File: config.mk
export PLATFORM = sky130hd
export DESIGN_NAME = akf_csr
export DESIGN_NICKNAME = d
export VERILOG_FILES = /design/src/akf_pkg.sv /design/src/akf_csr.sv
export SDC_FILE = /design/constraint.sdc
export NUM_CORES = 1
export LEC_CHECK = 0
export BUFFER_PORTS_ARGS = -buffer_cell sky130_fd_sc_hd__clkbuf_2
export CORE_UTILIZATION = 51
export DETAILED_ROUTE_END_ITERATION = 8
export MAX_ROUTING_LAYER = met4
export PLACE_DENSITY = 0.92
export SLEW_MARGIN = 5
export SYNTH_ARGS = -nofsm -noshare
export SYNTH_HDL_FRONTEND = slang
export SYNTH_SLANG_ARGS = --single-unit
File: constraint.sdc
create_clock -name clock -period 1.8 [get_ports clock]
set_input_delay 0.09 -clock clock [delete_from_list [all_inputs] [get_ports clock]]
set_output_delay 0.09 -clock clock [all_outputs]
set_load 0.02 [all_outputs]
File: src/akf_pkg.sv
package akf_pkg;

   // Fixed field widths
   localparam int MEAS_W     = 32;
   localparam int TIME_W     = 48;
   localparam int VAR_W      = 32;
   localparam int STATUS_W   = 2;
   localparam int CSR_DATA_W = 32;
   localparam int CSR_ADDR_W = 3;

   // Default fraction width of the Q format
   localparam int FRAC_BITS_DEF = 16;

   // Register reset values
   localparam logic [31:0] PROCESS_NOISE_RST = 32'd13107;
   localparam logic [31:0] MEASURE_NOISE_RST = 32'd1638;
   localparam logic [31:0] VARIANCE_RST      = 32'd3277;

   // Register index, taken from address bit 2
   localparam logic REG_PROCESS_NOISE = 1'b0;
   localparam logic REG_MEASURE_NOISE = 1'b1;

   // Result status codes
   localparam logic [STATUS_W-1:0] STATUS_LOAD   = 2'd0;
   localparam logic [STATUS_W-1:0] STATUS_UPDATE = 2'd1;
   localparam logic [STATUS_W-1:0] STATUS_REJECT = 2'd2;

   // Arithmetic constants
   localparam logic [31:0] MASK32     = 32'hFFFF_FFFF;
   localparam logic [31:0] GATE_SCALE = 32'd100000;
   localparam logic [31:0] USEC_DIV   = 32'd1000000;
   localparam logic [31:0] USEC_DIV2  = 32'd2000000;
   localparam logic [31:0] USEC_HALF  = 32'd500000;
   localparam logic [79:0] INCR_SAT   = 80'(MASK32) * 80'(USEC_DIV);

   // Reciprocal of one million scaled by 2^51; the quotient estimate is
   // at most two low and is fixed up by compare and subtract
   localparam logic [31:0] USEC_RECIP    = 32'd2251799813;
   localparam int          USEC_RECIP_SH = 19;

   // Divider widths
   localparam int DIV_W = 33;
   localparam int DVD_W = 64;
   localparam int QUO_W = 32;
   localparam int CNT_W = 6;

   typedef struct packed {
      logic [31:0] process_noise;
      logic [31:0] measure_noise;
   } akf_cfg_type;

   typedef struct packed {
      logic             start;
      logic [CNT_W-1:0] count;
      logic [DIV_W-1:0] divisor;
      logic [DIV_W-1:0] rem_init;
      logic [DVD_W-1:0] dvd_init;
   } akf_div_req_type;

   typedef struct packed {
      logic             busy;
      logic [QUO_W-1:0] quot;
      logic [DIV_W-1:0] rem;
   } akf_div_rsp_type;

endpackage

File: src/akf_csr.sv
module akf_csr (
   input  logic                             clock,
   input  logic                             reset,
   input  logic                             csr_psel,
   input  logic                             csr_penable,
   input  logic                             csr_pwrite,
   input  logic [akf_pkg::CSR_ADDR_W-1:0]   csr_paddr,
   input  logic [akf_pkg::CSR_DATA_W-1:0]   csr_pwdata,
   output logic [akf_pkg::CSR_DATA_W-1:0]   csr_prdata,
   output logic                             csr_pready,
   output akf_pkg::akf_cfg_type             cfg
);
   import akf_pkg::*;

   logic [31:0] process_noise_ff, process_noise_in;
   logic [31:0] measure_noise_ff, measure_noise_in;
   logic        wr_en;
   logic        reg_sel;

   assign csr_pready = 1'b1;
   assign wr_en      = csr_psel && csr_penable && csr_pwrite && csr_pready;
   assign reg_sel    = csr_paddr[2];

   // Decode the write word
   always_comb begin
      process_noise_in = process_noise_ff;
      measure_noise_in = measure_noise_ff;
      if (wr_en) begin
         unique case (reg_sel)
            REG_PROCESS_NOISE: process_noise_in = csr_pwdata;
            REG_MEASURE_NOISE: measure_noise_in = csr_pwdata;
            default: ;
         endcase
      end
   end

   always_ff @(posedge clock) begin
      if (reset) begin
         process_noise_ff <= PROCESS_NOISE_RST;
         measure_noise_ff <= MEASURE_NOISE_RST;
      end else begin
         process_noise_ff <= process_noise_in;
         measure_noise_ff <= measure_noise_in;
      end
   end

   // Read back
   always_comb begin
      unique case (reg_sel)
         REG_PROCESS_NOISE: csr_prdata = process_noise_ff;
         REG_MEASURE_NOISE: csr_prdata = measure_noise_ff;
         default:           csr_prdata = process_noise_ff;
      endcase
   end

   assign cfg.process_noise = process_noise_ff;
   assign cfg.measure_noise = measure_noise_ff;

endmodule

==> results.txt, run 1 <==
* Outcome: complete, no violations
* Number of antenna violations at the first check in global routing: 0
- Delay-heaviest family, CP: buffers and inverters
- On the final layout, the worst clock skew is 0 ns.
* Kind of capture point of the worst setup path: output pin
- After clock tree synthesis, the clock-pin slew on the worst setup and hold paths is 0.07 ns.
- Aggregate global routing overflow: 0
* Source-to-sink clock delay at the later pin of the worst-skew pair: 0.32 ns
- 137 I/O pins were placed.
* Max Buffers Root-to-Sink: 2
- Clock sink total: 64
* Layout cells sized above 1: 44.37%
- Instance area at placement: 3756 um2
- Post-synthesis instance total: between 200 and 300
- Area of the die: approximately 6300 um2
- Num CTS Buffers: 9
- Yosys printed 0 warnings.
* Count of TritonRoute iterations in the first routing pass: 4
- The die is 79.67 um tall.
* Number of vias after detailed routing: 2483
- Wirelength, routed: 7.008 mm
- Estimated wirelength of the detail-placed design: 5.102 mm
* Gates resized, CTS repair: 0
- Syn nets: between 300 and 400
- Routed vias/inst: 4.986
- Maximum ir drop on the vdd rail: 444.5 uV
- The setup check on the worst reg-to-reg path leaves a slack of 1.14 ns.
- Startpoint kind of the worst setup timing path: primary input
- Summed over all cells, the static leakage comes to 1.908 nW.
- Most frequent standard cell in the layout excluding fill and tap cells: clkbuf_2
- Row generation in the floorplan step produced 27 rows.
* Sequential cell area fraction in the yosys report: between 40% and 50%
- In the layout the commonest cells are clkbuf_2, nand2b_1, mux2i_1, dfxtp_1, mux2_2.
- Setup repair after global routing missed its margin: no
- CTS Root Cell: clkbuf_8
- The H-tree was split into 3 levels.
* 1st-iter DRT viols: roughly 90
* Classification of the worst-slack hold path: in -> reg
* Sum Neg Setup Slack: 0 ns
- Synth-to-layout area growth: 28.55%
- Maximum number of pins on one net before global-route repair: 45
* Wire length of the first global-routing pass: 10.85 mm
- The congestion estimate from routability-driven global placement came to 0.7637.
- Buffers plus inverters on the worst setup path: 3
- Tracing the worst setup path back leads to its startpoint at csr_paddr[2].
- Number of max-cap violations: 0
- The initial utilization of the core area, before any placement, comes to 54.21%.
* GRT Overall Usage: 22.93%
- Vias in the first global route: 2329
- Master of the slowest instance on the critical path: mux2_2
- The core region is 5675 um2.
- In the routed design, unresolved DRC markers number 0.
* DRT antenna net count: 0
- In this run the power density over the cells is 777.8 nW/um2.
- After routing the design area is just under 4000 um2.
- The final number of hold-violating endpoints came to 0.
- Number of I/O port buffers: between 100 and 150
- Data required time at the worst endpoint: 1.71 ns
- Synth Register Bits: 64
* Cell Area, Synth: a little over 3000 um2
* Final routed wire length divided by cell count: 14.07 um
* R2R Path Start: process_noise_ff[1]
* Final Critical Period: 1.214 ns
* Setup Crit Path Kind: in -> out
- Counting the fill cells in the layout gives 448.
- After synthesis, the mean cell area works out to 10.54 um2.
* Cell-by-cell listing of the critical path: clkbuf_2 -> buf_4 -> mux2_2 -> clkbuf_2
- Number of library cell types mapped by synthesis: 15
- Max incr delay on CP: 0.39 ns
- Overall power consumption after layout is estimated at 0.003076 W.
* Die extent in x: roughly 80 um
- Along the worst path, the maximum fanout reaches 20.
- Final-report max-slew violation count: 0
- The repair_antennas step left the layout with diodes totalling 0.
* Final Net Count: 461
- The worst path meets setup with 0.5863 ns of slack.
* Origin of the worst min-delay path: csr_pwdata[12]
* Maximum clock frequency: 823.9 MHz
* # setup viols final: 0
- In this design, the critical path's most frequently occurring cell is clkbuf_2.
- The final critical path takes up 67.43% of the cycle.
- Once the clock tree was built, the setup fixing pass inserted 0 buffers.
- Clock tree from TritonCTS: built
- Timing analysis after detailed placement gives a worst setup slack of between 0.5 and 0.6 ns.
- Number of hold buffers added after cts: 0
* CP Data Arrival Time: 1.12 ns
cell type report:
| cell class | instances | area [um2] | share of cell area (%) |
|---|---|---|---|
| multi-input combinational | 205 | 1634 | 41.32 |
| sequential | 64 | 1281 | 32.39 |
| timing repair buffer | 141 | 750.7 | 18.98 |
| clock buffer | 13 | 158.9 | 4.018 |
| clock inverter | 3 | 40.04 | 1.012 |
| tap | 72 | 90.09 | 2.278 |
power by group:
part           switching (W)  total [W]  leakage [nW]  internal (W)
Combinational       0.000212   0.000385          1.29      0.000172
Sequential         0.0000239    0.00147         0.519       0.00145
Clock               0.000507    0.00122         0.103      0.000712
Total               0.000744    0.00308          1.91       0.00233
flip-flops by register name, summed over array words and instances, names as in the netlist:
register and count:
process_noise_ff 32, measure_noise_ff 32
metal layers:
metal	part of all wire [%]	global-route usage, %
met2	51	40.26
met4	1.4	10.00
met5	0	-
met3	6.1	5.486
met1	42	24.42
per-stage QoR:
| step | util (%) | cells | hold slack, ns |
|---|---|---|---|
| floorplan | - | 292 | 0.2453 |
| global placement | 66.18 | 482 | 0.3513 |
| detailed placement | 66.18 | 482 | 0.3599 |
| CTS | 69.69 | 498 | 0.003891 |
| global route | 69.69 | 498 | 0.02597 |
| finish | 69.69 | 498 | 0.02084 |
worst paths after layout:
| kind | to | cells after the start |
|---|---|---|
| max reg2reg | process_noise_ff[1] | 2 |
| min reg2reg | measure_noise_ff[19] | 2 |
| min | measure_noise_ff[12] | 3 |
| max | csr_prdata[15] | 4 |
tightest hold or removal path, stage by stage:
cell	delay (ns)
clkbuf_2	0.09
nand2b_1	0.06
mux2i_1	0.06
cell usage after synthesis:
master	n	area [um2]
nand2b_1	79	494.2
nand4_1	1	6.260
buf_2	8	40.04
clkbuf_1	7	26.28
conb_1	1	3.750
buf_4	3	22.52
mux2i_1	64	640.6
and4b_1	1	10.01
buf_6	3	33.78
buf_12	2	40.04
nor2_1	25	93.84
and4_1	1	8.760
dfxtp_1	64	1281
mux2_2	32	360.4
nand4b_2	1	15.01
cells by family (layout without fill, tap and decap cells):
group / Yosys count / count (layout) / share of synthesized area (%)
mux: 96 / 96 / 32.53
other cells: 1 / 1 / 0.1219
simple gates: 108 / 108 / 20.41
flops: 64 / 64 / 41.64
buf+inv: 23 / 157 / 5.287
(Power assumes the default switching activity.)
==> run 2, diff against run 1 <==
Settings changed: CORE_UTILIZATION 51 to 47, PLACE_DENSITY 0.92 to 0.86.
Clock period 1.8 ns to 1.25 ns, I/O delays scaled along.
==> run 2 against run 1 <==
Effect of this change: global-route usage fell by 2.1 points; cell area rose by 4.0%; clock skew did not move; wire length fell by 0.37%; die area rose by 8.3%; sequential power rose by 44%; critical path type is now reg -> out; sequential share of layout area fell by 1.3 points; worst hold slack got worse by 0.011 ns.
==> results.txt, run 2 (same netlist as run 1, synthesis figures left out) <==
- Outcome: complete, no violations
- The core region area came to 6350 um2 (+12%).
- The detailed-route wire length per cell came to 13.58 um (-3.5%).
- The number of fill cells was 513 (+15%).
- Gates resized, CTS repair: 0 (unchanged)
- GRT Overall Usage: 20.80% (-2.1 points)
* Period Utilization, post-route: 91.32%
- 1st-iter DRT viols: 76 (-15%)
- The detailed-router iteration count before antenna repair is 4 (unchanged).
* Delay-heaviest family, CP: flip-flops
- The post-DP HPWL is 4.974 mm (-2.5%).
* Max incr delay on CP: 0.34 ns (-0.05 ns)
* Final Critical Period: 1.142 ns
- Routed vias/inst: 4.942 (-0.89%)
* Die extent in x: 82.91 um (+4.1%)
- The number of clock sinks seen by CTS was 64 (unchanged).
* Registers with the most flip-flops: measure_noise_ff: 32 flops, process_noise_ff: 32 flops
* Layout cells sized above 1: 43.48% (-0.89 points)
- The post-route antenna net violation count is 0 (unchanged).
- The final number of hold-violating endpoints was 0 (unchanged).
* Number of I/O port buffers: 133 (unchanged)
- Commonest non-fill, non-tap cells in the layout: clkbuf_2, nand2b_1, mux2i_1, dfxtp_1, mux2_2
* Final-report max-slew violation count: 0 (unchanged)
- The number of antenna violations at the first check in global routing came to 0 (unchanged).
- DRC: 0 (unchanged)
* Buffers plus inverters on the worst setup path: 1 (-2)
- The critical path goes through mux2_2 -> clkbuf_2.
- Hold Worst Slack: 0.009929 ns (-0.01091 ns)
- Number of hold buffers added after cts: 10 (+10)
- The final wirelength came to 6.982 mm (-0.37%).
- CP Data Arrival Time: 1.08 ns (-0.04 ns)
- The area taken by flip-flops and latches was 1281 um2 (unchanged).
- Clock tree from TritonCTS: built
- The multi-input logic area came to 1634 um2 (unchanged).
* Maximum net fanout on the critical path: 3 (-85%)
- Wire length of the first global-routing pass: 11.27 mm (+3.9%)
- The critical path is of the reg -> out type.
- Number of vias after detailed routing: 2540 (+2.3%)
- Post-CTS setup buffer count: 0 (unchanged)
* Setup repair after global routing missed its margin: no
- Area of the die: 6874 um2 (+8.3%)
* Final Net Count: 472 (+2.4%)
* Number of placement rows: 29 (+7.4%)
- The worst supply voltage drop on vdd is 798.7 uV (+80%).
- Num CTS Buffers: 9 (unchanged)
- Floorplan die height: 82.91 um (+4.1%)
* Sum Neg Setup Slack: 0 ns (unchanged)
* Master of the slowest instance on the critical path: dfxtp_1
- Standby leakage power: 1.972 nW (+3.4%)
- Classification of the worst-slack hold path: in -> reg
* Maximum clock frequency: 876.0 MHz
- The via count of the first global-routing pass came to 2386 (+2.4%).
- Number of max-cap violations: 0 (unchanged)
- The final global-route overflow total is 0 (unchanged).
- Instance area at placement: 3782 um2 (+0.70%)
- Number of placed I/O pins: 137 (unchanged)
- Data required time at the worst endpoint: 1.19 ns (-0.52 ns)
- Power density normalized to cell area: 1147 nW/um2 (+48%)
- The area growth from synthesis to layout is 33.75%.
- The clock tree skew after final layout came to 0 ns (unchanged).
- Kind of capture point of the worst setup path: output pin
- The final standard cell area without fillers is 4115 um2 (+4.0%).
* Startpoint kind of the worst setup timing path: flip-flop
- Maximum number of pins on one net before global-route repair: 105 (+130%)
- Max Buffers Root-to-Sink: 2 (unchanged)
* Clock transition at the registers of the reported paths: 0.07 ns (about the same)
- The insertion delay of the later-clocked pin in the worst-skew pair was 0.32 ns (about the same).
- Gpl congestion: 0.7654 (+0.22%)
- CTS Root Cell: clkbuf_8
- CTS H-tree lvls: 3 (unchanged)
- Initial Utilization: 48.45% (-5.8 points)
- # setup viols final: 0 (unchanged)
- Count of inserted antenna diode cells: 0 (unchanged)
* Total design power: 0.004721 W (+53%)
* Most frequent standard cell in the layout excluding fill and tap cells: clkbuf_2
## run 2: changes by cell type in the layout (fill, tap and decap cells not counted)
cell           change
bufinv_16          +1
buf_12             +1
clkbuf_8           +1
dlygate4sd3_1     +10
clkinv_2           -2
## run 2: where the power goes
part,total [W],internal [W],leakage (nW),switching [W]
Clock,0.00202,0.00129,0.117,0.000731
Combinational,0.000580,0.000273,1.34,0.000307
Sequential,0.00212,0.00209,0.519,0.0000355
Total,0.00472,0.00365,1.97,0.00107
## run 2: layout make-up
type                            count  share of cell area, %
Multi-Input combinational cell    205                  39.71
Tap cell                           77                  2.341
Sequential cell                    64                  31.13
Clock inverter                      2                  1.459
Clock buffer                       14                  4.196
Timing Repair Buffer              152                  21.16
## run 2: layer usage
metal	vias to the layer above	global-route usage, %	wire length (um)
met3	11	3.380	300
met5	-	-	0
met4	0	8.150	114
met1	1186	23.68	3055
met2	86	36.44	3512
li1	1257	-	-
## run 2: path summary, 6_finish.rpt
check | start | to | slack, ns | cells past startpoint
hold reg to reg | process_noise_ff[20] | process_noise_ff[20] | 0.49 | 2
hold / removal | csr_pwdata[25] | process_noise_ff[25] | 0.01 | 3
setup / recovery | measure_noise_ff[12] | csr_prdata[12] | 0.11 | 2
setup reg to reg | measure_noise_ff[23] | measure_noise_ff[23] | 0.60 | 2
## run 2: worst min-delay path, delay by kind of cell
family        cells  cell delay [ns]
mux               1             0.07
buf+inv           1             0.08
simple gates      1             0.07
## run 2: through the flow
step | setup slack, ns | utilization [%] | instances
2_1_floorplan | 0.3128 | - | 292
6_report | 0.1085 | 64.81 | 514
4_1_cts | 0.08284 | 64.81 | 514
3_5_place_dp | 0.1214 | 59.57 | 488
3_3_place_gp | 0.1638 | 59.57 | 488
5_1_grt | 0.06583 | 64.81 | 514
==> run 3, diff against run 2 <==
Settings changed: CORE_UTILIZATION 47 to 43, PLACE_DENSITY 0.86 to 0.83.
Clock period 1.25 ns to 1 ns, I/O delays scaled along.
==> run 3 against run 2 <==
Effect of this change: the run now ends with setup timing left; worst setup slack got worse by 0.31 ns; die area rose by 9.1%; combinational power grew 110%; non-clock buffer count grew 83; sequential power grew 25%; core utilization rose by 19 points; final cell count rose by 20%; sequential share of layout area down 7.5 points; largest cell class is now buffers.
==> results.txt, run 3 (same netlist as run 1, synthesis figures left out) <==
- Number of antenna violations at the first check in global routing: 0 (unchanged)
- Standby leakage power: 2.710 nW (+37%)
* Clock sink total: 64 (unchanged)
* Maximum number of pins on one net before global-route repair: 60 (-43%)
* Registers with the most flip-flops: measure_noise_ff: 32 flops, process_noise_ff: 32 flops
* Gpl congestion: 0.7133 (-6.8%)
- Met1 track demand over resource in global routing: 27.17% (+3.5 points)
* Count of TritonRoute iterations in the first routing pass: 4 (unchanged)
- Power density normalized to cell area: 1094 nW/um2 (-4.6%)
- The worst path setup slack after routing is -0.2040 ns (-0.3124 ns).
- The final number of hold-violating endpoints is 0 (unchanged).
* Final Critical Period: 1.204 ns
- Synth-to-layout area growth: 87.39%
- The overall die height was 86.59 um (+4.4%).
- Dividing the final minimum period by the clock period gives 120.4%.
* Clock Skew: 0 ns (unchanged)
- The final global-route overflow total was 0 (unchanged).
* Classification of the worst-slack hold path: in -> reg
- 1st-iter DRT viols: 196 (+160%)
* Startpoint kind of the worst setup timing path: flip-flop
- The initial cell density of the core was 44.79% (-3.7 points).
- The final number of max-transition violations is 0 (unchanged).
- The worst setup path is of the reg -> out kind.
- The final core utilization was 83.93% (+19 points).
* DRC: 0 (unchanged)
* Outcome: finished, violations left
- Estimated wirelength of the detail-placed design: 4.961 mm (-0.26%)
- Wire length of the first global-routing pass: 15.64 mm (+39%)
- The antenna diode instance count is 0 (unchanged).
- Non-Filler Cell Area, Final: 5766 um2 (+40%)
- Final routed wire length divided by cell count: 20.28 um (+49%)
* Maximum net fanout on the critical path: 2 (-1)
* Die extent in x: 86.59 um (+4.4%)
- Grt peak-use layer: met2
* Number of max-cap violations: 0 (unchanged)
* Number of I/O port buffers: 133 (unchanged)
- STA classifies the critical path endpoint as an output pin.
* Commonest non-fill, non-tap cells in the layout: nand2b_1, buf_6, mux2i_1, dfxtp_2, buf_4
* Source-to-sink clock delay at the later pin of the worst-skew pair: 0.34 ns (+0.02 ns)
- The floorplan row count was 30 (+3.4%).
* Number of placed I/O pins: 137 (unchanged)
- Area of the die: 7497 um2 (+9.1%)
- The share of post-route cells with drive strength above 1 was 60.58% (+17 points).
- Num CTS Buffers: 9 (unchanged)
* Instance area at placement: 3864 um2 (+2.2%)
- Leaving out fill and tap cells, the most frequent cell in the layout is nand2b_1.
- Met2 routing resource usage after global routing: 54.18% (+18 points)
* Routed vias/inst: 5.252 (+6.3%)
- Wirelength, routed: 12.49 mm (+79%)
- CTS H-tree lvls: 3 (unchanged)
- Standard cell core area: 6869 um2 (+8.2%)
- The overall routing resource usage was 28.40% (+7.6 points).
- The final setup violation count came to 34 (+34).
- Maximum clock frequency: 830.6 MHz
* CTS Root Cell: clkbuf_8
- The via count of the first global-routing pass was 3200 (+34%).
- The final net count was 555 (+18%).
- CP Data Arrival Time: 1.15 ns (+0.07 ns)
- Data required time at the worst endpoint: 0.95 ns (-0.24 ns)
- Setup repair after global routing missed its margin: yes
- The met3 global-route usage came to 5.333% (+2.0 points).
* Clock tree from TritonCTS: built
* Max Buffers Root-to-Sink: 2 (unchanged)
- The routed via count was 3235 (+27%).
- The number of fill cells came to 339 (-34%).
* Clock transition at the registers of the reported paths: 0.08 ns (about the same)
* Violated checks: setup timing
- The post-route antenna net violation count is 0 (unchanged).
- The worst supply voltage drop on vdd was 822.4 uV (+3.0%).
## run 3: cell types whose count changed in the layout (fill, tap and decap cells not counted), sizes merged
cell         change
buf            +151
clkbuf          -94
clkinv           +4
dlygate4sd3     +22
## run 3: per-stage QoR
stage	instances	total power (W)	hold slack (ns)	worst slack (ns)	setup TNS, ns
2_1_floorplan	292	0.003168	0.2053	0.07526	0
3_3_place_gp	508	0.003403	0.3060	-0.001603	-0.001982
3_5_place_dp	508	0.003423	0.3195	-0.05572	-1.092
4_1_cts	615	0.006063	0.1807	-0.1432	-4.202
5_1_grt	616	0.006499	0.2364	-0.2205	-5.097
6_report	616	0.006309	0.2264	-0.2040	-4.222
## run 3: final cells by class
class / instances / area, um2 / area share (%)
clock buffer: 10 / 127.6 / 2.214
sequential: 64 / 1360 / 23.59
multi-input combinational: 205 / 1747 / 30.30
timing repair buffer: 235 / 2327 / 40.36
clock inverter: 6 / 83.83 / 1.454
tap: 96 / 120.1 / 2.083
## run 3: path summary, 6_finish.rpt
kind,from,end,slack [ns],depth (start not counted)
max reg2reg,measure_noise_ff[10],measure_noise_ff[10],0.12,3
max,process_noise_ff[6],csr_prdata[6],-0.20,2
min,csr_penable,process_noise_ff[27],0.23,3
min reg2reg,process_noise_ff[21],process_noise_ff[21],0.49,2
## run 3: report_power, final
group	internal, W	switching (W)
combinational	0.000658	0.000549
clock	0.00140	0.00105
sequential	0.00261	0.0000425
## run 3: critical path: stages, from the launching register on
cell     delay [ns]
dfxtp_2        0.35
mux2_4         0.32
buf_8          0.14
## run 3: timing repair
| action | 4_1_cts | 5_1_grt |
|---|---|---|
| hold buffers | 32 | 0 |
| resized for setup | 139 | 239 |
| endpoints found under the setup margin | 32 | 90 |
| hold endpoints to repair | 56 | 0 |
| setup buffers | 59 | 4 |
## run 3: layer usage
metal / vias to the layer above / share of wire, %
met5: - / 0
met4: 0 / 3.4
met3: 45 / 7.3
met2: 188 / 53
met1: 1584 / 36
li1: 1418 / -
